File: config.mk
export PLATFORM = sky130hd
export DESIGN_NAME = tryi_ram
export DESIGN_NICKNAME = d
export VERILOG_FILES = /design/src/hw/rtl/assert_macros.svh /design/src/hw/rtl/tryi_ram.sv
export SDC_FILE = /design/constraint.sdc
export NUM_CORES = 1
export LEC_CHECK = 0
export BUFFER_PORTS_ARGS = -buffer_cell sky130_fd_sc_hd__buf_2
export CORE_MARGIN = 8
export CORE_UTILIZATION = 35
export DETAILED_ROUTE_END_ITERATION = 6
export PLACE_DENSITY_LB_ADDON = 0.05
export SLEW_MARGIN = 20
export SYNTH_ARGS = -nofsm -noshare
export SYNTH_HDL_FRONTEND = slang
export SYNTH_SLANG_ARGS = --single-unit
File: constraint.sdc
create_clock -name clk -period 6.8 [get_ports clk]
set_input_delay 1.02 -clock clk [delete_from_list [all_inputs] [get_ports clk]]
set_output_delay 1.02 -clock clk [all_outputs]
set_load 0.02 [all_outputs]
File: src/hw/rtl/assert_macros.svh
// assertion helpers for the rtl
`ifndef ASSERT_MACROS_SVH
`define ASSERT_MACROS_SVH
`ifndef ASSERT_OFF
`define TRYI_ASSERT(lbl, clk, rst, prop) \
  lbl: assert property (@(posedge clk) disable iff (rst) prop) \
    else $error("assertion failed");
`define TRYI_ASSERT_ALWAYS(lbl, clk, prop) \
  lbl: assert property (@(posedge clk) prop) else $error("assertion failed");
`else
`define TRYI_ASSERT(lbl, clk, rst, prop)
`define TRYI_ASSERT_ALWAYS(lbl, clk, prop)
`endif
`endif

File: src/hw/rtl/tryi_ram.sv
module tryi_ram #(
  parameter int WIDTH = 48,
  parameter int DEPTH = 16
) (
  input  logic                     clk,
  input  logic                     we,
  input  logic [$clog2(DEPTH)-1:0] waddr,
  input  logic [WIDTH-1:0]         wdata,
  input  logic [$clog2(DEPTH)-1:0] raddr,
  output logic [WIDTH-1:0]         rdata
);
  logic [WIDTH-1:0] mem [DEPTH];

  always_ff @(posedge clk) begin
    if (we) begin
      mem[waddr] <= wdata;
    end
    rdata <= mem[raddr];
  end
endmodule

After elaboration in Yosys (flattened, before gate mapping)
Memory sizes are Yosys's and may differ from the RTL's. A register that Yosys moved wholly into a read port is not among the register bits.
Cells that the tools add are included.
{ "classes": {"muxes": 2} }
{ "ops": {"columns": ["operator", "n"], "rows": [
  ["$mux 1", 2]
]} }
{ "word_totals": {"ff_bits": 0, "ram_bits": 768, "input_bits": 58, "output_inout_bits": 48, "memories": 1} }
{ "memory_table": {"columns": ["memory", "words", "width", "read_ports", "rd_clocked_by_memory_dff", "write_ports", "line_no", "text"], "rows": [
  ["mem", 16, 48, 1, 1, 1, "tryi_ram.sv:12", "logic [WIDTH-1:0] mem [DEPTH];"]
]} }

Longest topological paths before layout
Gate-level depths: netlist (run 1).
{ "depth": {"depth_word": 2, "mapped_depth": 6, "depth_no_buf": 3} }

Least setup slack after synthesis (run 1)
OpenSTA, ideal clock, no wires.
{ "synth_timing": {"path_kind": "input to register", "start": "in waddr[2]", "end": "mem mem[0][0] (enable)", "setup_time_ns": 0.513, "arrival_time_ns": 4.811, "required_ns": 6.287, "path_slack_ns": 1.476, "path_stages": 2, "n_path_buf": 0, "path_cell_list": "or3b_2 -> nor3_1"} }
{ "synth_rtl": {"columns": ["element", "line_no", "text"], "rows": [
  ["from (decl)", "tryi_ram.sv:7", "input logic [$clog2(DEPTH)-1:0] waddr,"],
  ["to (decl)", "tryi_ram.sv:12", null]
]} }
Straight into the memory's write port.

Final worst setup path (run 1)
{ "layout_timing": {"start": "in waddr[0]", "end": "mem mem[14][10] (enable)"} }
Straight into the memory's write port.

==> impl_metrics.tcl, run 1 <==
set metrics [dict create \
    hold_path.class "reg2reg" \
    worst_ep_arrival_time_ns 3.01 \
    post-route-period-util_pct 40.8 \
    finish.net_count 1462 \
    critical_path.max_fanout 31 \
    regToRegEndpoint "rdata[14]" \
    cts.clk_slew.worst_paths_ns 0.05 \
    first_pass_grt_wire_length_um 103000 \
    die-height_um 307 \
    io_pins 106 \
    yosys_warnings 0 \
    vias_per_cell 5.08 \
    num-fill-cells 7549 \
    clock-skew-final_ns 0.0131 \
    grt_max_degree 88 \
    vias_in_the_first_global_route 14484 \
    timing.critical_path.from_type "input port" \
    max_cap_violations 0 \
    regToRegSetupSlack_ns 5.28 \
    grt_util_all_layers_pct 14.9 \
    initial_utilization_pct 35.1 \
    setup.worst_path.class "in2reg" \
    fmax_mhz 361 \
    slew_viol_final 0 \
    final_layout_size_suffix_gt1_share_pct 31.8 \
    detailroute.via_count 13321 \
    power_frac_seq_pct 52.5 \
    die_area_mm2 0.0944 \
    dp_hpwl_um 34200 \
    placement_rows 107 \
    cts.root.buffer_cell "sky130_fd_sc_hd__clkbuf_16" \
    grt_antenna_before_repair 6 \
    cts-htree-levels 3 \
    clock_buffers_created_by_tritoncts 90 \
    swShare_pct 21.0 \
    tritoncts "yes" \
    maxSlewHeadroom_pct 30.9 \
    period_needed_ns 2.77 \
    whs_path_depth 3 \
    route.detailed.drc 0 \
    worst_min_path_start "mem[15][1]" \
    status "complete, no violations" \
    total_power_mw 10.8 \
    cellLeakagePower_nw 11.0 \
    critical_path_capture_point_type "register" \
    clk-insertion-delay-late_ns 0.61 \
    die-width_um 307 \
    clockBufferDepth 3 \
    worstRegToRegCells 3 \
    synthCells 1242 \
    routability_driven_placement_congestion_ratio 0.655 \
    grt.overflow.total 0 \
    postSynthAreaPerCell_um2 23.9 \
    totalNegativeSetupSlack_ns 0 \
    diodes 0 \
    route.detailed.wl_per_inst_um 26.7 \
    setup-violations-final 0 \
    yosysUniqueCellTypes 17 \
    crit_path_start "waddr[0]" \
    synth.ff_latch_count 816 \
    cts-hold-fix-buffers 0 \
    power_density_over_the_cells_mw_per_mm2 312 \
    route.final.wire_length_um 70000 \
    rsz0062_at_grt "false" \
    pre_antenna_drt_iters 5 \
    clock_power_share_pct 42.7 \
    post-cts-setup-buffer-count 0 \
    place.port_buffers 105 \
    postCtsResizedCells 0 \
    synthesis.nets 1300 \
    combPwrFrac_pct 4.9 \
    hold_violations 0 \
    worstHoldEndpoint "rdata[1]" \
    p_int_mw 8.52 \
    number_of_nets_with_antenna_violations_after_detailed_routing 0 \
    numClockSinks 816 \
    detail_route.iter0.violations 1078 \
    total_switching_power_mw 2.27 \
    worstMarginPinSlew_ns 1.04 \
    synth-seq-area-share_pct 80.9 \
    ir_worst_vdd_uv 189 \
    timing.critical_path.required_ns 7.04 \
    critical_register_to_register_path_startpoint "mem[3][14]" \
    synth.cell_area_mm2 0.0297 \
    layout-area-overhead-vs-synth_pct 16.4 \
    placeableCoreArea_mm2 0.0846 \
]
layout by cell type, fill, tap and decap left out, drive strengths merged:
cell type / instances
nor3: 4
a22oi: 96
nand2b: 2
inv: 1
nor2: 13
mux4: 192
bufinv: 2
nor2b: 2
clkinvlp: 2
and2: 1
edfxtp: 768
nand3: 1
nand3b: 2
buf: 132
clkbuf: 129
or3b: 1
nand2: 49
dfxtp: 48
clkinv: 33
critical path, stage by stage:
cell                       delay [ns]
sky130_fd_sc_hd__buf_2           0.15
sky130_fd_sc_hd__nand2b_1        0.32
sky130_fd_sc_hd__nor2_4          0.75
sky130_fd_sc_hd__buf_4           0.70
area by class of cell:
type | instances | area (um2) | share of cell area [%]
Sequential cell | 816 | 24000 | 69.5
Timing Repair Buffer | 133 | 800 | 2.31
Clock inverter | 38 | 233 | 0.674
Clock buffer | 128 | 2570 | 7.44
Multi-Input combinational cell | 363 | 5490 | 15.9
Tap cell | 1144 | 1430 | 4.14
Yosys cell counts:
master	instances	area (um2)
sky130_fd_sc_hd__a22oi_1	96	721
sky130_fd_sc_hd__and2_1	1	6.26
sky130_fd_sc_hd__buf_1	9	33.8
sky130_fd_sc_hd__buf_2	8	40.0
sky130_fd_sc_hd__buf_4	18	135
sky130_fd_sc_hd__clkbuf_1	28	105
sky130_fd_sc_hd__dfxtp_1	48	961
sky130_fd_sc_hd__edfxtp_1	768	23100
sky130_fd_sc_hd__mux4_2	192	4320
sky130_fd_sc_hd__nand2_1	49	184
sky130_fd_sc_hd__nand2b_1	2	12.5
sky130_fd_sc_hd__nand3_1	1	5.00
sky130_fd_sc_hd__nand3b_1	2	15.0
sky130_fd_sc_hd__nor2_1	13	48.8
sky130_fd_sc_hd__nor2b_1	2	12.5
sky130_fd_sc_hd__nor3_1	4	20.0
sky130_fd_sc_hd__or3b_2	1	8.76
registers in the layout, indices dropped and copies added (netlist names):
| name | count |
|---|---|
| mem | 768 |
| rdata | 48 |
cell families (layout without fill, tap and decap cells):
logic type             Yosys count  count (layout)  share of synthesized area, %
muxes                          192             192                          14.6
DFF                            816             816                          80.9
buffers and inverters           63             299                          1.06
and+or+nand+nor                 75              75                          1.05
AOI/OAI and AO/OA               96              96                          2.43
power by group through the flow:
stage / Combinational, mW / Clock [mW] / Sequential [mW]
CTS: 0.544 / 4.75 / 5.66
global placement: 0.539 / 0 / 5.77
floorplan: 0.267 / 0 / 5.80
global route: 0.575 / 4.95 / 5.67
finish: 0.525 / 4.60 / 5.66
detailed placement: 0.543 / 0 / 5.77
metrics by stage:
stage          worst slack [ns]  std cells  area (um2)  util, %  hold WS (ns)
2_1_floorplan              1.48       1242       29700        -         0.635
3_3_place_gp               3.23       2455       31700     37.5         0.649
3_5_place_dp               3.20       2455       31700     37.5         0.662
4_1_cts                    3.86       2621       34500     40.8         0.672
5_1_grt                    3.90       2622       34600     40.8         0.692
6_report                   4.03       2622       34600     40.8         0.666
how the worst max path moves through the flow:
stage          slack (ns)          end
4_1_cts              3.86   mem[2][22]
3_3_place_gp         3.23   mem[2][18]
6_report             4.03  mem[14][10]
2_1_floorplan        1.48    mem[0][0]
5_1_grt              3.90   mem[14][9]
3_5_place_dp         3.20   mem[2][18]
routing by layer:
layer  GRT usage [%]  share of wire [%]
met2            22.9                 46
met4            3.79                1.8
met5               0              0.017
met3            2.70                4.4
met1            21.9                 48
Power figures use the tool's default switching activity.
==> run 2: changes to the inputs <==
clock period = 2.3 ns   (was 6.8 ns; I/O delays follow)
==> run 2 against run 1 <==
Net effect: wire length increased by 3.8%; clock-buffer cell count is 13 higher; critical path depth is 3 lower; die area unchanged; utilization up 1.0 points; total power grew to 3.0 times the previous value; sequential cell count unchanged; design area is 2.5% higher; largest power group unchanged; hold slack got worse by 0.57 ns.
==> impl_metrics.tcl, run 2 (synthesized netlist as in run 1, its figures left out) <==
set metrics [dict create \
    status "complete, no violations" \
    timing.critical_path.from_type "register" \
    first_pass_grt_wire_length_um 106000 \
    io_pins 106 \
    vias_per_cell 5.12 \
    swShare_pct 20.6 \
    cpMaxStageDelayCell "sky130_fd_sc_hd__dfxtp_1" \
    num-fill-cells 7440 \
    clk-insertion-delay-late_ns 0.61 \
    worstPathBufferInverterCount 1 \
    numClockSinks 816 \
    largest_register "mem" \
    postCtsResizedCells 0 \
    final_layout_size_suffix_gt1_share_pct 33.7 \
    regToRegSetupSlack_ns 0.93 \
    grt_max_degree 49 \
    cellLeakagePower_nw 11.3 \
    post-route-period-util_pct 70.2 \
    worst_ep_arrival_time_ns 1.27 \
    dp_hpwl_um 36600 \
    die_area_mm2 0.0944 \
    most_frequent_standard_cell_in_the_layout_excluding_fill_and_tap_cells "sky130_fd_sc_hd__edfxtp_1" \
    post-cts-setup-buffer-count 0 \
    hold_path.class "in2reg" \
    initial_utilization_pct 35.1 \
    routability_driven_placement_congestion_ratio 0.672 \
    crit_path_start "rdata[35]" \
    placeableCoreArea_mm2 0.0846 \
    die-width_um 307 \
    critical_register_to_register_path_startpoint "mem[3][11]" \
    power_frac_seq_pct 51.3 \
    place.port_buffers 105 \
    ir_worst_vdd_uv 553 \
    total_power_mw 32.6 \
    worst_path_dominant_cell_family "flip-flops" \
    vias_in_the_first_global_route 14884 \
    grt_antenna_before_repair 6 \
    worstMarginPinSlew_ns 0.524 \
    pre_antenna_drt_iters 4 \
    crit_chain "buf_2" \
    rsz0062_at_grt "false" \
    hold_ws_ns 0.101 \
    detailroute.via_count 13621 \
    placement.setup.worst_slack_ns 0.349 \
    top_library_cells_by_usage_in_the_layout_fill_and_taps_aside "sky130_fd_sc_hd__edfxtp_1, sky130_fd_sc_hd__mux4_2, sky130_fd_sc_hd__buf_2" \
    route.detailed.drc 0 \
    largest_register_ff_count 768 \
    clock_buffers_created_by_tritoncts 89 \
    route.final.wire_length_um 72600 \
    finish.net_count 1495 \
    worst_path_largest_cell_delay_ns 0.45 \
    largest_registers "mem: 768 flops, rdata: 48 flops" \
    period_needed_ns 1.61 \
    timing.critical_path.required_ns 1.96 \
    power_density_over_the_cells_mw_per_mm2 920 \
    critical_path_capture_point_type "primary output" \
    maxSlewHeadroom_pct 65.1 \
    clock-skew-final_ns 0.00823 \
    layout-area-overhead-vs-synth_pct 19.3 \
    cts.root.buffer_cell "sky130_fd_sc_hd__clkbuf_16" \
    total_switching_power_mw 6.70 \
    worst_min_path_start "wdata[22]" \
    combPwrFrac_pct 5.1 \
    cts.clk_slew.worst_paths_ns 0.06 \
    die-height_um 307 \
    grt_util_all_layers_pct 15.4 \
    critical_path.max_fanout 1 \
    placement_rows 107 \
    fmax_mhz 619 \
    p_int_mw 25.9 \
    final_critical_path_setup_slack_ns 0.685 \
    number_of_nets_with_antenna_violations_after_detailed_routing 0 \
    detail_route.iter0.violations 1005 \
    route.detailed.wl_per_inst_um 27.3 \
    clock_power_share_pct 43.6 \
    cts-htree-levels 3 \
    util_after_layout_pct 41.9 \
    grt.overflow.total 0 \
    hold_violations 0 \
    setup.worst_path.class "reg2out" \
    max_cap_violations 0 \
    setup-violations-final 0 \
    cts-hold-fix-buffers 0 \
    tritoncts "yes" \
    slew_viol_final 0 \
    clockBufferDepth 3 \
]
-- run 2: changes by cell type in the layout (fill, tap and decap cells not counted), sizes merged --
cell / previous run / this run
buf: 132 / 166
clkinv: 33 / 19
clkinvlp: 2 / 1
bufinv: 2 / 5
clkbuf: 129 / 142
diode: 0 / 2
-- run 2: layout make-up --
type	instances	area (um2)	share of cell area, %
antenna	2	5.00	0.0141
clock buffer	141	2710	7.65
clock inverter	26	253	0.714
multi-input combinational	363	5520	15.6
sequential	816	24000	67.8
tap	1144	1430	4.04
timing repair buffer	167	1470	4.16
-- run 2: routing by layer --
metal / up-vias / track usage [%] / share of wire, %
met5: - / 0 / 0.077
li1: 5727 / - / -
met2: 263 / 23.9 / 46
met4: 8 / 3.62 / 1.4
met1: 7533 / 22.6 / 48
met3: 90 / 2.87 / 4.6
-- run 2: worst paths after layout --
check	end	cells past startpoint
max	rdata[35]	1
min	mem[9][22]	1
max reg2reg	rdata[11]	3
min reg2reg	rdata[44]	3
-- run 2: per-stage QoR --
stage          instances  TNS, ns  area [um2]
2_1_floorplan       1242  -407.99       29700
3_3_place_gp        2490        0       32400
3_5_place_dp        2490        0       32400
4_1_cts             2657        0       35400
5_1_grt             2657        0       35400
6_report            2659        0       35400
-- run 2: power by group through the flow --
| stage | clock (mW) | combinational (mW) | sequential, mW |
|---|---|---|---|
| global placement | 0 | 1.69 | 17.0 |
| floorplan | 0 | 0.792 | 17.1 |
| detailed placement | 0 | 1.70 | 17.1 |
| CTS | 14.6 | 1.71 | 16.7 |
| global route | 15.2 | 1.79 | 16.8 |
| finish | 14.2 | 1.65 | 16.7 |
