$ cat config.mk
export PLATFORM = sky130hd
export DESIGN_NAME = tryi_div
export DESIGN_NICKNAME = d
export VERILOG_FILES = /design/src/hw/rtl/assert_macros.svh /design/src/hw/rtl/tryi_pkg.sv /design/src/hw/rtl/tryi_div.sv
export SDC_FILE = /design/constraint.sdc
export NUM_CORES = 1
export LEC_CHECK = 0
export ABC_CLOCK_PERIOD_IN_PS = 10600
export BUFFER_PORTS_ARGS = -buffer_cell sky130_fd_sc_hd__buf_2
export CORE_ASPECT_RATIO = 1.5
export CORE_MARGIN = 8
export CORE_UTILIZATION = 28
export DETAILED_ROUTE_END_ITERATION = 8
export PLACE_DENSITY = 0.5
export SYNTH_ARGS = -nofsm -noshare
export SYNTH_HDL_FRONTEND = slang
export SYNTH_SLANG_ARGS = --single-unit
$ cat constraint.sdc
create_clock -name clk -period 10.6 [get_ports clk]
set_clock_uncertainty 0.2 [all_clocks]
set_input_delay 0.53 -clock clk [delete_from_list [all_inputs] [get_ports clk]]
set_output_delay 0.53 -clock clk [all_outputs]
set_load 0.1 [all_outputs]
$ cat src/hw/rtl/assert_macros.svh
// assertion helpers for the rtl
`ifndef ASSERT_MACROS_SVH
`define ASSERT_MACROS_SVH
`ifndef ASSERT_OFF
`define TRYI_ASSERT(lbl, clk, rst, prop) \
  lbl: assert property (@(posedge clk) disable iff (rst) prop) \
    else $error("assertion failed");
`define TRYI_ASSERT_ALWAYS(lbl, clk, prop) \
  lbl: assert property (@(posedge clk) prop) else $error("assertion failed");
`else
`define TRYI_ASSERT(lbl, clk, rst, prop)
`define TRYI_ASSERT_ALWAYS(lbl, clk, prop)
`endif
`endif

$ cat src/hw/rtl/tryi_pkg.sv
package tryi_pkg;

  typedef enum logic [4:0] {
    S_IDLE,
    S_SRCH_RD,
    S_SRCH_CK,
    S_RD0,
    S_RD0_CK,
    S_FRAC_DIV,
    S_FRAC_WAIT,
    S_VMUL,
    S_VFIX,
    S_LOG_INIT,
    S_LOG_NORM,
    S_LOG_SQ,
    S_LOG_ADJ,
    S_BL_MUL,
    S_BL_DIV,
    S_BL_WAIT,
    S_FINISH
  } state_t;

  typedef enum logic [2:0] {
    CFG_LOWER_COUNT,
    CFG_UPPER_COUNT,
    CFG_LOWER_Z,
    CFG_UPPER_Z,
    CFG_SINGLE
  } cfg_index_t;

  typedef enum logic [1:0] {
    LOG_LOWER,
    LOG_UPPER,
    LOG_QUERY
  } log_sel_t;

  localparam logic [1:0] ST_OK   = 2'd0;
  localparam logic [1:0] ST_SAT  = 2'd1;
  localparam logic [1:0] ST_ZDEN = 2'd2;

  localparam logic signed [63:0] FRAC_LO   = -64'sd26214;
  localparam logic signed [63:0] FRAC_HI   = 64'sd91750;
  localparam logic signed [63:0] INT32_MAX = 64'sd2147483647;
  localparam logic signed [63:0] INT32_MIN = -64'sd2147483648;

  localparam int DIV_W = 64;

endpackage

$ cat src/hw/rtl/tryi_div.sv
module tryi_div
  import tryi_pkg::*;
(
  input  logic                    clk,
  input  logic                    rst,
  input  logic                    start,
  input  logic signed [DIV_W-1:0] dividend,
  input  logic signed [DIV_W-1:0] divisor,
  output logic                    done,
  output logic signed [DIV_W-1:0] quotient
);
  localparam int CW = $clog2(DIV_W) + 1;

  logic             busy;
  logic [CW-1:0]    cnt;
  logic             neg;
  logic [DIV_W-1:0] dmag;
  logic [DIV_W-1:0] rem;
  logic [DIV_W-1:0] quo;
  logic [DIV_W:0]   sh;
  logic             take;

  assign sh   = {rem, quo[DIV_W-1]};
  assign take = sh >= {1'b0, dmag};

  always_ff @(posedge clk) begin
    if (rst) begin
      busy <= 1'b0;
      done <= 1'b0;
      cnt  <= '0;
    end else begin
      done <= 1'b0;
      if (start) begin
        busy <= 1'b1;
        cnt  <= CW'(DIV_W);
      end else if (busy) begin
        cnt <= cnt - CW'(1);
        if (cnt == CW'(1)) begin
          busy <= 1'b0;
          done <= 1'b1;
        end
      end
    end
  end

  // restoring division on magnitudes, one quotient bit a cycle
  always_ff @(posedge clk) begin
    if (start) begin
      neg  <= dividend[DIV_W-1] ^ divisor[DIV_W-1];
      quo  <= dividend[DIV_W-1] ? DIV_W'(-dividend) : DIV_W'(dividend);
      dmag <= divisor[DIV_W-1] ? DIV_W'(-divisor) : DIV_W'(divisor);
      rem  <= '0;
    end else if (busy) begin
      rem <= take ? DIV_W'(sh - {1'b0, dmag}) : sh[DIV_W-1:0];
      quo <= {quo[DIV_W-2:0], take};
    end
  end

  assign quotient = neg ? -$signed(quo) : $signed(quo);
endmodule

**Word-level counts from Yosys, hierarchy flattened**

Index checks and enable logic that the tools add are counted.

- Add/subtract/negate cells: 5
- $lt $le $gt $ge: 1
- Equal/unequal tests: 1
- Reductions and logical operators: 3
- Bitwise gates (word level): 2
- Multiplexer cells: 12

Operator list:

| kind | count |
|---|---|
| $mux W64 | 5 |
| $neg A64 Y64 | 3 |
| $ge A65 B64 Y1 | 1 |
| $sub A64 B64 Y64 | 1 |
| $mux W63 | 1 |
| $mux W7 | 2 |
| $eq A7 B1 Y1 const B | 1 |
| $sub A7 B1 Y7 const B | 1 |
| $mux W1 | 4 |
| $reduce_or A3 Y1 | 1 |
| $reduce_bool A2 Y1 | 1 |
| $reduce_or A2 Y1 | 1 |
| $not A1 Y1 | 1 |
| $xor A1 B1 Y1 | 1 |

- Flip-flop bits (word level): 202
- Output and inout port bits: 65
- Input port bits: 131
- Logic and storage cells: 33

**Longest topological paths before layout**

Gate-level depths: netlist (run 1).

- Depth after elaboration: 4
- Mapped depth: 15
- Mapped depth without buffers: 13

**Worst setup path before layout (run 1)**

No wires, ideal clock.

- Kind: register -> output
- Start: register quo[10]
- End: output quotient[59]
- Required time: 9870 ps
- Path buffers: 0
- Cell stages (with the launch flop): 11
- Data arrival time: 4112 ps
- Path slack: 5758 ps
- Path through: edfxtp_1 -> or4_1 -> nor3_1 -> nand2_1 -> or4_1 -> nor2_1 -> nand3_1 -> or3_1 -> or4_1 -> o41ai_1 -> xnor2_1

- Cells in the longest elaborated chain, start to end: 2

RTL lines:

| element | line | source |
|---|---|---|
| start, declared | tryi_div.sv:19 | `logic [DIV_W-1:0] quo;` |
| start signal, assigned | tryi_div.sv:50 | `quo <= dividend[DIV_W-1] ? DIV_W'(-dividend) : DIV_W'(dividend);` |
| start signal, assigned | tryi_div.sv:55 | `quo <= {quo[DIV_W-2:0], take};` |
| $neg A64 Y64 | tryi_div.sv:59 | `assign quotient = neg ? -$signed(quo) : $signed(quo);` |
| $mux W64 | tryi_div.sv:59 |  |
| end, declared | tryi_div.sv:10 | `output logic signed [DIV_W-1:0] quotient` |

Every way passes these cells.

**Worst setup path in the final report (run 1)**

Ends and elaborated chain as after synthesis.

==> run metrics, run 1 <==
outcome=complete, no violations; Slew Viols, Final=0; initial antenna violation count=0; Leakage=between 7 and 8 nW; Hold Path Stages=1; Bufs on Longest Clock Path=3; number of global-route vias before repair=roughly 14k; worst path required time=between 9000 and 10,000 ps; Clk Latency, worst-skew pair=approximately 550 ps; Yosys top cell area share=roughly 25%; fin nets=approximately 2.2k; CTS Buf Count=24; largest cells by area after synthesis=edfxtp_1 (25%), dfxtp_1 (9.4%), xnor2_1 (8.8%); worst r2r dst=rem[63]; Total Die Area=between 60,000 and 70,000 um2; dpl cells=roughly 2.6k; crit path kind=flip-flop to output port; synthesized area=approximately 16,000 um2; hold-critical path endpoint=dmag[0]; routability cong.=approximately 0.87; asr flop ratio synth=0%; Final Worst Setup Slack=~4600 ps; GRT overflow=0; CP most frequent cell=or4_1; Yosys warning count=0; WL final=just under 50,000 um; core area=around 55,000 um2; vias per cell=about 5.2; reg2reg setup slack=approximately 5700 ps; ys flop type=edfxtp_1; CTS Hold Bufs=1; Setup TNS=0 ps; pin count of the biggest net entering global routing=slightly below 90; RSZ-0062 raised after global routing=no; met3 layer usage reported by global route=under 10%; I/O Buffers=between 150 and 200; drt initial violations=approximately 700; TritonCTS clock tree=built; post-synth top area cell=edfxtp_1; Final period util=a little under three fifths; initial core utilization=between 20% and 30%; Clock Tree Root=clkbuf_16; most common cell in the netlist=nor2_1; GRT Overall Usage=between 10% and 20%; Multi-input gate area=9500 um2; FILL cells=just under 6k; gr busiest metal=met2; register area=5340 um2; first-pass GRT wire length=77,200 um; Post-Syn Area per Cell=8.56 um2; Worst Setup Slack post-DPL=just over 5000 ps; CP startpoint kind=flip-flop; GR Layer Usage met2=about 30%; via count=13.8k; most frequent cells after synthesis=nor2_1 (169), xnor2_1 (157), nand2_1 (143), o21ai_0 (134), edfxtp_1 (129); worst r2r path cells=13; Crit. End Element=output port; Final HPWL DP=around 38,000 um; Synth Instances=~1.8k; Finished Layout Cells=around 2.7k; HP Class=input pin to flip-flop; Post-CTS Setup Bufs=0; fin util=between 30% and 40%; diodes inserted=0; Max Freq=roughly 170 MHz; PostCTS Resize Cnt=0; Setup-failing EPs final=0; grt met1 use=between 15 and 20%; Final min period=about 6000 ps; worst slew pin tran=between 900 and 1000 ps; FF-to-FF Start=dmag[41]; clk slew on worst S/H paths=roughly 70 ps; Post-Syn Nets=~2k; number of clock sinks=roughly 200; P per Cell Area=around 160 nW/um2; sequential area share after synthesis=between 30% and 40%; Arr. time, crit path=between 5000 and 6000 ps; Worst IR Drop VDD=between 0.1 and 0.15 mV; DIE WIDTH=approximately 210 um; #FFs+latches synth=202; chip height=305 um; htree depth=1; MaxCap Viol Count=0; Max stage delay on crit path=around 630 ps; Synth-to-Final Area Change=15.4%; I/O pin count=between 150 and 200; layout cells sized above 1=between 10% and 20%; relative slew slack=33.0%; DR WL/cell=approximately 18 um; critical path fanouts, max=5; critical path's slowest cell=or4_1; Yosys cell types=just under 70; Pre-antenna DRT Iters=5; post-route ant nets=0; # rows=106; number of synthesized flops with an enable pin=129; drt drc=0; final hold vios=0; min-delay src=divisor[0]; cell chain of the critical path=or4_1 -> nor3_1 -> nand2_1 -> or4_1 -> nor2_1 -> nand3_1 -> or3_1 -> or4_1 -> o41ai_1 -> xnor2_1 -> buf_2
==> sequential cells by signal, indices dropped and copies added, names as in the netlist <==
register,cells
neg,1
cnt,7
done,1
busy,1
rem,64
dmag,64
quo,64
==> critical path, delay by kind of cell (launching register included) <==
kind | cells | cell delay, ps
and+or+nand+nor | 8 | 3250
buffers and inverters | 1 | 450
DFF | 1 | 440
AOI/OAI and AO/OA | 1 | 360
xor gates and xnor gates | 1 | 170
==> per-stage QoR <==
step | hold WS [ps] | power [W] | cell area, um2
floorplan | 251 | 0.00182 | 15500
global placement | 273 | 0.00206 | 17200
detailed placement | 280 | 0.00206 | 17200
CTS | 47.9 | 0.00293 | 17900
global route | 42.1 | 0.00303 | 17900
finish | 67.7 | 0.00288 | 17900
==> layer usage <==
metal	up-vias	routed length, um
li1	6884	-
met1	6548	19100
met2	290	26600
met3	69	1810
met4	0	1510
met5	-	0
==> worst max-delay path by stage <==
stage                       start            to  depth (start not counted)
after floorplan           quo[10]  quotient[59]                         10
after global placement    quo[10]  quotient[59]                         11
after detailed placement  quo[10]  quotient[59]                         11
after CTS                 quo[10]  quotient[59]                         11
after global routing       quo[9]  quotient[59]                         11
final                     quo[10]  quotient[59]                         11
==> cell usage in the layout (no fill, tap or decap), types with 14 or more instances in the layout <==
| cell | Yosys | layout |
|---|---|---|
| o21ai_0 | 134 | 134 |
| a21oi_1 | 127 | 127 |
| nand2b_1 | 16 | 16 |
| nor3_1 | 29 | 29 |
| mux2i_1 | 52 | 52 |
| buf_2 | 1 | 194 |
| nand2_1 | 143 | 143 |
| nor2b_1 | 14 | 14 |
| ha_1 | 69 | 69 |
| nand4_1 | 32 | 32 |
| buf_4 | 1 | 14 |
| edfxtp_1 | 129 | 129 |
| nor2_1 | 169 | 168 |
| dfxtp_1 | 73 | 72 |
| nor4_1 | 17 | 17 |
| clkbuf_16 | 0 | 25 |
| or4_1 | 27 | 27 |
| o31ai_1 | 61 | 61 |
| or3_1 | 32 | 32 |
| xnor2_1 | 157 | 157 |
| xor2_1 | 91 | 91 |
| a21o_1 | 25 | 25 |
| inv_1 | 94 | 93 |
| a211oi_1 | 43 | 43 |
| nand3_1 | 26 | 26 |
| o41ai_1 | 23 | 22 |
==> layout make-up <==
class | instances | share of cell area [%]
Inverter | 94 | 1.97
Clock inverter | 8 | 0.516
Multi-Input combinational cell | 1421 | 52.9
Clock buffer | 36 | 3.83
Sequential cell | 202 | 29.7
Timing Repair Buffer | 210 | 6.13
Tap cell | 702 | 4.90
==> kinds of logic after synthesis <==
logic type | count (synthesis) | synth area share (%)
AOI/OAI and AO/OA | 502 | 20.8
xor gates and xnor gates | 248 | 14.0
and+or+nand+nor | 547 | 17.1
buffers and inverters | 193 | 4.69
adders and majority gates | 70 | 5.68
muxes | 54 | 3.49
DFF | 202 | 34.3
==> where the power goes <==
group          leakage [nW]  total, W  internal, W  switching [W]
combinational          4.96   0.00106     0.000282       0.000781
sequential             1.86  0.000982     0.000925      0.0000568
clock                 0.383  0.000841     0.000495       0.000345
total                  7.20   0.00288      0.00170        0.00118
No activity file was read; power rests on OpenSTA's default activity.
==> run 2: changes to the inputs <==
--- a/config.mk
+++ b/config.mk
@@ -5,7 +5,8 @@
 export SDC_FILE = /design/constraint.sdc
 export NUM_CORES = 1
 export LEC_CHECK = 0
-export ABC_CLOCK_PERIOD_IN_PS = 10600
+export ABC_AREA = 1
+export ABC_CLOCK_PERIOD_IN_PS = 5600
 export BUFFER_PORTS_ARGS = -buffer_cell sky130_fd_sc_hd__buf_2
 export CORE_ASPECT_RATIO = 1.5
 export CORE_MARGIN = 8
==> constraint.sdc (replaced) <==
create_clock -name clk -period 5.6 [get_ports clk]
set_clock_uncertainty 0.2 [all_clocks]
set_input_delay 0.28 -clock clk [delete_from_list [all_inputs] [get_ports clk]]
set_output_delay 0.28 -clock clk [all_outputs]
set_load 0.1 [all_outputs]
==> run 2 against run 1 <==
  * Utilization up 1.2 points
  * Power up 84%
  * Non-clock buffer count up 116
  * Final cell count up 65%
  * Via count up 55%
  * Synthesized area up 28%
  * Critical endpoint is now quotient[23]
==> run metrics, run 2 <==
#FFs+latches synth=202 (unchanged); Worst Setup Slack post-DPL=2080 ps (was 5170 ps); pin count of the biggest net entering global routing=65 (was 88); FILL cells=7,902 (was 5,893); number of global-route vias before repair=22.1k (was 14.1k); Yosys warning count=0 (unchanged); initial core utilization=28.3% (was 28.1%); first-pass GRT wire length=132,000 um (was 77,200 um); htree depth=1 (unchanged); worst slew pin tran=938 ps (was 995 ps); P per Cell Area=226 nW/um2 (was 161 nW/um2); Post-Syn Nets=3,395 (was 2,017); register area=5340 um2 (about the same); Yosys cell types=50 (was 69); Crit. End Element=output port (unchanged); crit path kind=flip-flop to output port (unchanged); worst path required time=5120 ps (was 9870 ps); DR top layer=met5 (was met4); relative slew slack=36.9% (was 33.0%); GRT Overall Usage=21.7% (was 14.9%); Placed Area=21,700 um2 (was 17,200 um2); vias per cell=4.85 (was 5.16); Synth Instances=3,194 (was 1,816); met2 wire length=45,100 um (was 26,600 um); layout cells sized above 1=9.51% (was 14.0%); DIE WIDTH=233 um (was 208 um); largest cells by area after synthesis=edfxtp_1 (20%), nand2_1 (18%), inv_1 (10%) (was edfxtp_1 (25%), dfxtp_1 (9.4%), xnor2_1 (8.8%)); number of synthesized flops with an enable pin=129 (unchanged); post-synth top area cell=edfxtp_1 (unchanged); initial antenna violation count=3 (was 0); RSZ-0062 raised after global routing=no (unchanged); Setup-failing EPs final=0 (unchanged); Synth-to-Final Area Change=18.8% (was 15.4%); M1 wire length=33,000 um (was 19,100 um); DR WL/cell=20.1 um (was 18.4 um); min-delay src=dividend[52] (was divisor[0]); Slew Viols, Final=0 (unchanged); fin nets=3,675 (was 2,154); drt initial violations=1,250 (was 718); routability cong.=1.04 (was 0.866); total power=0.00532 W (was 0.00288 W); Yosys top cell area share=19.5% (was 24.9%); # rows=119 (was 106); synthesized area=19,800 um2 (was 15,500 um2); Arr. time, crit path=3570 ps (was 5230 ps); sequential area share after synthesis=26.9% (was 34.3%); hold-critical path endpoint=quo[52] (was dmag[0]); CP startpoint kind=flip-flop (unchanged); Worst IR Drop VDD=0.233 mV (was 0.111 mV); final hold vios=0 (unchanged); Max Freq=around 250 MHz; hold slack=36.5 ps (was 67.7 ps); I/O pin count=196 (unchanged); Pre-antenna DRT Iters=6 (was 5); Final min period=~4100 ps; Top Registers=dmag x64, quo x64, rem x64 (unchanged); Hold Path Stages=4 (was 1); critical path fanouts, max=4 (was 5); commonest non-fill, non-tap cell in the layout=nand2_1 (was buf_2); GRT overflow=0 (unchanged); Post-Syn Area per Cell=6.21 um2 (was 8.56 um2); most frequent cells after synthesis=nand2_1 (967), inv_1 (548), nor2_1 (329), nand3_1 (247), xor2_1 (133) (was nor2_1 (169), xnor2_1 (157), nand2_1 (143), o21ai_0 (134), edfxtp_1 (129)); Final period util=about 72%; ys flop type=edfxtp_1 (unchanged); Bufs on Longest Clock Path=3 (unchanged); worst r2r path cells=17 (was 13); drt drc=0 (unchanged); TritonCTS clock tree=built (unchanged); Clk Latency, worst-skew pair=590 ps (was 550 ps); Setup TNS=0 ps (unchanged); outcome=complete, no violations (unchanged); Final HPWL DP=72,600 um (was 38,300 um); WL final=88,400 um (was 49,100 um); core area=70,100 um2 (was 55,300 um2); Total Die Area=79,800 um2 (was 63,500 um2); Leakage=11.5 nW (was 7.20 nW); FF-to-FF Start=dmag[7] (was dmag[41]); number of clock sinks=202 (unchanged); most common cell in the netlist=nand2_1 (was nor2_1); CTS Buf Count=24 (unchanged); HP Class=input pin to flip-flop (unchanged); worst r2r dst=rem[1] (was rem[63]); Multi-input gate area=12,000 um2 (was 9500 um2); met3 routed WL=3650 um (was 1810 um); fin area=23,600 um2 (was 17,900 um2); chip height=342 um (was 305 um); PostCTS Resize Cnt=0 (unchanged); via count=21.3k (was 13.8k); Final Worst Setup Slack=1550 ps (was 4640 ps); I/O Buffers=195 (unchanged); MaxCap Viol Count=0 (unchanged); Clock Tree Root=clkbuf_16 (unchanged); commonest cells after routing, fill and taps aside=nand2_1 (967), inv_1 (546), nor2_1 (327), nand3_1 (247), buf_2 (194) (was buf_2 (194), nor2_1 (168), xnor2_1 (157), nand2_1 (143), o21ai_0 (134)); post-route ant nets=0 (unchanged); asr flop ratio synth=0% (unchanged); clk slew on worst S/H paths=70 ps (about the same); reg2reg setup slack=2340 ps (was 5690 ps)
## run 2: how the worst max path moves through the flow
stage | start | to | slack (ps) | depth (start not counted)
6_report | quo[2] | quotient[23] | 1550 | 12
5_1_grt | quo[1] | quotient[54] | 1320 | 12
4_1_cts | quo[1] | quotient[54] | 1430 | 12
3_5_place_dp | quo[1] | quotient[54] | 2080 | 12
3_3_place_gp | quo[0] | quotient[54] | 2190 | 12
2_1_floorplan | quo[0] | quotient[54] | 2000 | 11
## run 2: kinds of logic (layout without fill, tap and decap cells)
logic type	after synthesis	in the layout	synth area share (%)
XOR/XNOR	195	195	8.61
other	0	5	0
flip-flops	202	202	26.9
buffers and inverters	640	937	12.9
adder cells (fa/ha/maj)	70	70	4.45
AND/OR/NAND/NOR	1806	1806	39.5
AO/OA/AOI/OAI	281	281	7.64
## run 2: per-stage QoR
step | util, % | std cells
floorplan | - | 3194
finish | 33.6 | 4403
detailed placement | 30.9 | 4243
global placement | 30.9 | 4243
global route | 33.6 | 4398
CTS | 33.6 | 4398
## run 2: worst max-delay path, cell delays in order (launching register included)
cell and delay, ps:
edfxtp_1 410, inv_2 100, nand3_1 110, nor2_1 140, nand3_1 120, nor2_2 150, nand4_1 200, nor2_1 320
inv_1 90, nand2_1 100, o21a_1 150, xor2_1 540, buf_2 550
## run 2: timing repair
item,in CTS,in global routing
endpoints found under the hold margin,137,0
buffers inserted,0,0
hold buffers,112,0
## run 2: layout make-up
cell class / instances / area share, %
Clock buffer: 34 / 2.88
Multi-Input combinational cell: 2352 / 50.8
Inverter: 568 / 9.05
Clock inverter: 9 / 0.266
Tap cell: 907 / 4.82
Timing Repair Buffer: 326 / 9.52
Antenna cell: 5 / 0.0531
Sequential cell: 202 / 22.6
## run 2: power breakdown
| part | leakage, nW | switching, W | internal (W) |
|---|---|---|---|
| clock network | 0.355 | 0.000717 | 0.000847 |
| logic | 9.29 | 0.00153 | 0.000420 |
| registers | 1.88 | 0.0000772 | 0.00172 |
## run 2: per-layer routing
| metal | vias to the layer above | track usage (%) |
|---|---|---|
| met5 | - | 0 |
| met4 | 2 | 14.1 |
| met3 | 188 | 2.24 |
| met2 | 627 | 40.4 |
| met1 | 9849 | 22.8 |
| li1 | 10675 | - |
==> run 3: changes to the inputs <==
--- a/config.mk
+++ b/config.mk
@@ -6,7 +6,7 @@
 export NUM_CORES = 1
 export LEC_CHECK = 0
 export ABC_AREA = 1
-export ABC_CLOCK_PERIOD_IN_PS = 5600
+export ABC_CLOCK_PERIOD_IN_PS = 3900
 export BUFFER_PORTS_ARGS = -buffer_cell sky130_fd_sc_hd__buf_2
 export CORE_ASPECT_RATIO = 1.5
 export CORE_MARGIN = 8
==> constraint.sdc (replaced) <==
create_clock -name clk -period 3.9 [get_ports clk]
set_clock_uncertainty 0.2 [all_clocks]
set_input_delay 0.195 -clock clk [delete_from_list [all_inputs] [get_ports clk]]
set_output_delay 0.195 -clock clk [all_outputs]
set_load 0.1 [all_outputs]
==> run 3 against run 2 <==
  * Setup slack worse by 1300 ps
  * Hold slack improved by 38 ps
  * Clock power increased by 63%
  * First-iteration DRC count is 14% higher
  * Non-clock buffer count up 34
==> run metrics, run 3 (synthesis results as in run 2) <==
Clock Tree Root=clkbuf_16 (unchanged); outcome=complete, no violations (unchanged); GRT Overall Usage=21.6% (was 21.7%); worst slew pin tran=949 ps (was 938 ps); htree depth=1 (unchanged); relative slew slack=36.6% (was 36.9%); WL final=87,900 um (was 88,400 um); I/O pin count=196 (unchanged); Crit. End Element=output port (unchanged); drt initial violations=1,421 (was 1,250); drt drc=0 (unchanged); DR WL/cell=19.8 um (was 20.1 um); core area=70,100 um2 (unchanged); Max Freq=around 270 MHz; clk slew on worst S/H paths=70 ps (about the same); # rows=119 (unchanged); Clk Latency, worst-skew pair=590 ps (about the same); min-delay src=dividend[54] (was dividend[52]); commonest non-fill, non-tap cell in the layout=nand2_1 (unchanged); Arr. time, crit path=3310 ps (was 3570 ps); vias per cell=4.77 (was 4.85); initial antenna violation count=4 (was 3); CTS Buf Count=24 (unchanged); routability cong.=1.02 (was 1.04); Total Die Area=79,800 um2 (unchanged); crit path kind=flip-flop to output port (unchanged); Setup crit start=quo[0] (was quo[2]); critical path fanouts, max=4 (unchanged); Final min period=between 3000 and 4000 ps; DIE WIDTH=233 um (unchanged); number of global-route vias before repair=22.0k (was 22.1k); Synth-to-Final Area Change=22.8% (was 18.8%); I/O Buffers=195 (unchanged); Final HPWL DP=73,000 um (was 72,600 um); Bufs on Longest Clock Path=3 (unchanged); chip height=342 um (unchanged); fin area=24,400 um2 (was 23,600 um2); Leakage=11.9 nW (was 11.5 nW); fin nets=3,709 (was 3,675); reg2reg setup slack=520 ps (was 2340 ps); final hold vios=0 (unchanged); hold-critical path endpoint=quo[54] (was quo[52]); CP startpoint kind=flip-flop (unchanged); Hold Path Stages=5 (was 4); via count=21.2k (was 21.3k); FF-to-FF Start=dmag[27] (was dmag[7]); Setup-failing EPs final=0 (unchanged); worst path required time=3500 ps (was 5120 ps); dpl cells=4,256 (was 4,243); HP Class=input pin to flip-flop (unchanged); Worst IR Drop VDD=0.241 mV (was 0.233 mV); P per Cell Area=333 nW/um2 (was 226 nW/um2); Slew Viols, Final=0 (unchanged); Finished Layout Cells=4,437 (was 4,403); Placed Area=22,100 um2 (was 21,700 um2); number of clock sinks=202 (unchanged); Final period util=around 95%; Pre-antenna DRT Iters=8 (was 6); GRT overflow=0 (unchanged); layout cells sized above 1=10.2% (was 9.51%); TritonCTS clock tree=built (unchanged); initial core utilization=28.3% (unchanged); MaxCap Viol Count=0 (unchanged); worst r2r dst=rem[29] (was rem[1]); commonest cells after routing, fill and taps aside=nand2_1 (967), inv_1 (546), nor2_1 (325), nand3_1 (246), buf_2 (168) (was nand2_1 (967), inv_1 (546), nor2_1 (327), nand3_1 (247), buf_2 (194)); Top Registers=dmag x64, quo x64, rem x64 (unchanged); post-route ant nets=0 (unchanged); first-pass GRT wire length=132,000 um (about the same); worst r2r path cells=15 (was 17); pin count of the biggest net entering global routing=101 (was 65); RSZ-0062 raised after global routing=no (unchanged)
[run 3: changes by cell type in the layout (fill, tap and decap cells not counted), moves of 3 or more]
cell           delta
xor2_1            -3
clkbuf_1          -5
buf_12           +21
dlygate4sd3_1    +19
xor2_2            +3
buf_2            -26
buf_4            +19
bufinv_16         +5
[run 3: area by class of cell]
class / instances / area (um2)
Multi-Input combinational cell: 2352 / 12000
Inverter: 568 / 2130
Timing Repair Buffer: 360 / 2880
Fill cell: 7763 / 45800
Antenna cell: 4 / 10.0
Clock buffer: 28 / 636
Sequential cell: 202 / 5340
Clock inverter: 16 / 223
Tap cell: 907 / 1130
[run 3: metal layers]
layer	global-route usage [%]	wire length [um]	vias to the layer above
met2	40.1	44900	587
met4	14.5	6840	0
met5	0	0	-
li1	-	-	10728
met3	2.04	3480	201
met1	22.8	32700	9663
[run 3: through the flow]
stage	setup slack, ps	util, %	hold slack (ps)	total power (W)	setup TNS, ps
floorplan	385	-	64.1	0.00458	0
global placement	529	31.5	190	0.00549	0
detailed placement	482	31.5	197	0.00548	0
CTS	-14.9	34.6	50.1	0.00820	-14.9
global route	1.13	34.7	116	0.00844	0
finish	199	34.7	74.1	0.00811	0
[run 3: timing repair]
action                                  4_1_cts  5_1_grt
endpoints found under the setup margin       15       22
resized for setup                             9       10
buffers inserted                              0        2
hold endpoints to repair                    154        0
pin swaps                                     0        2
hold buffers                                131        0
[run 3: power by group]
group	internal (W)	leakage, nW	switching (W)
logic	0.000768	9.57	0.00221
registers	0.00247	1.88	0.000116
clock network	0.00150	0.418	0.00105
total	0.00474	11.9	0.00337
[run 3: worst max path at each step]
| stage | end | slack [ps] |
|---|---|---|
| after detailed placement | quotient[54] | 480 |
| final | quotient[41] | 200 |
| after CTS | quotient[54] | -10 |
| after global routing | quotient[41] | 1 |
| after floorplan | quotient[54] | 380 |
| after global placement | quotient[25] | 530 |
[run 3: worst max-delay path, stage by stage, from the launching register on]
cell	delay [ps]
edfxtp_1	400
inv_1	130
nand3_1	120
nor2_1	150
nand3_1	120
nor2_2	150
nand4_1	220
nor2_2	320
nand2_1	190
nand2_1	180
nand2_1	80
xor2_1	200
buf_2	470
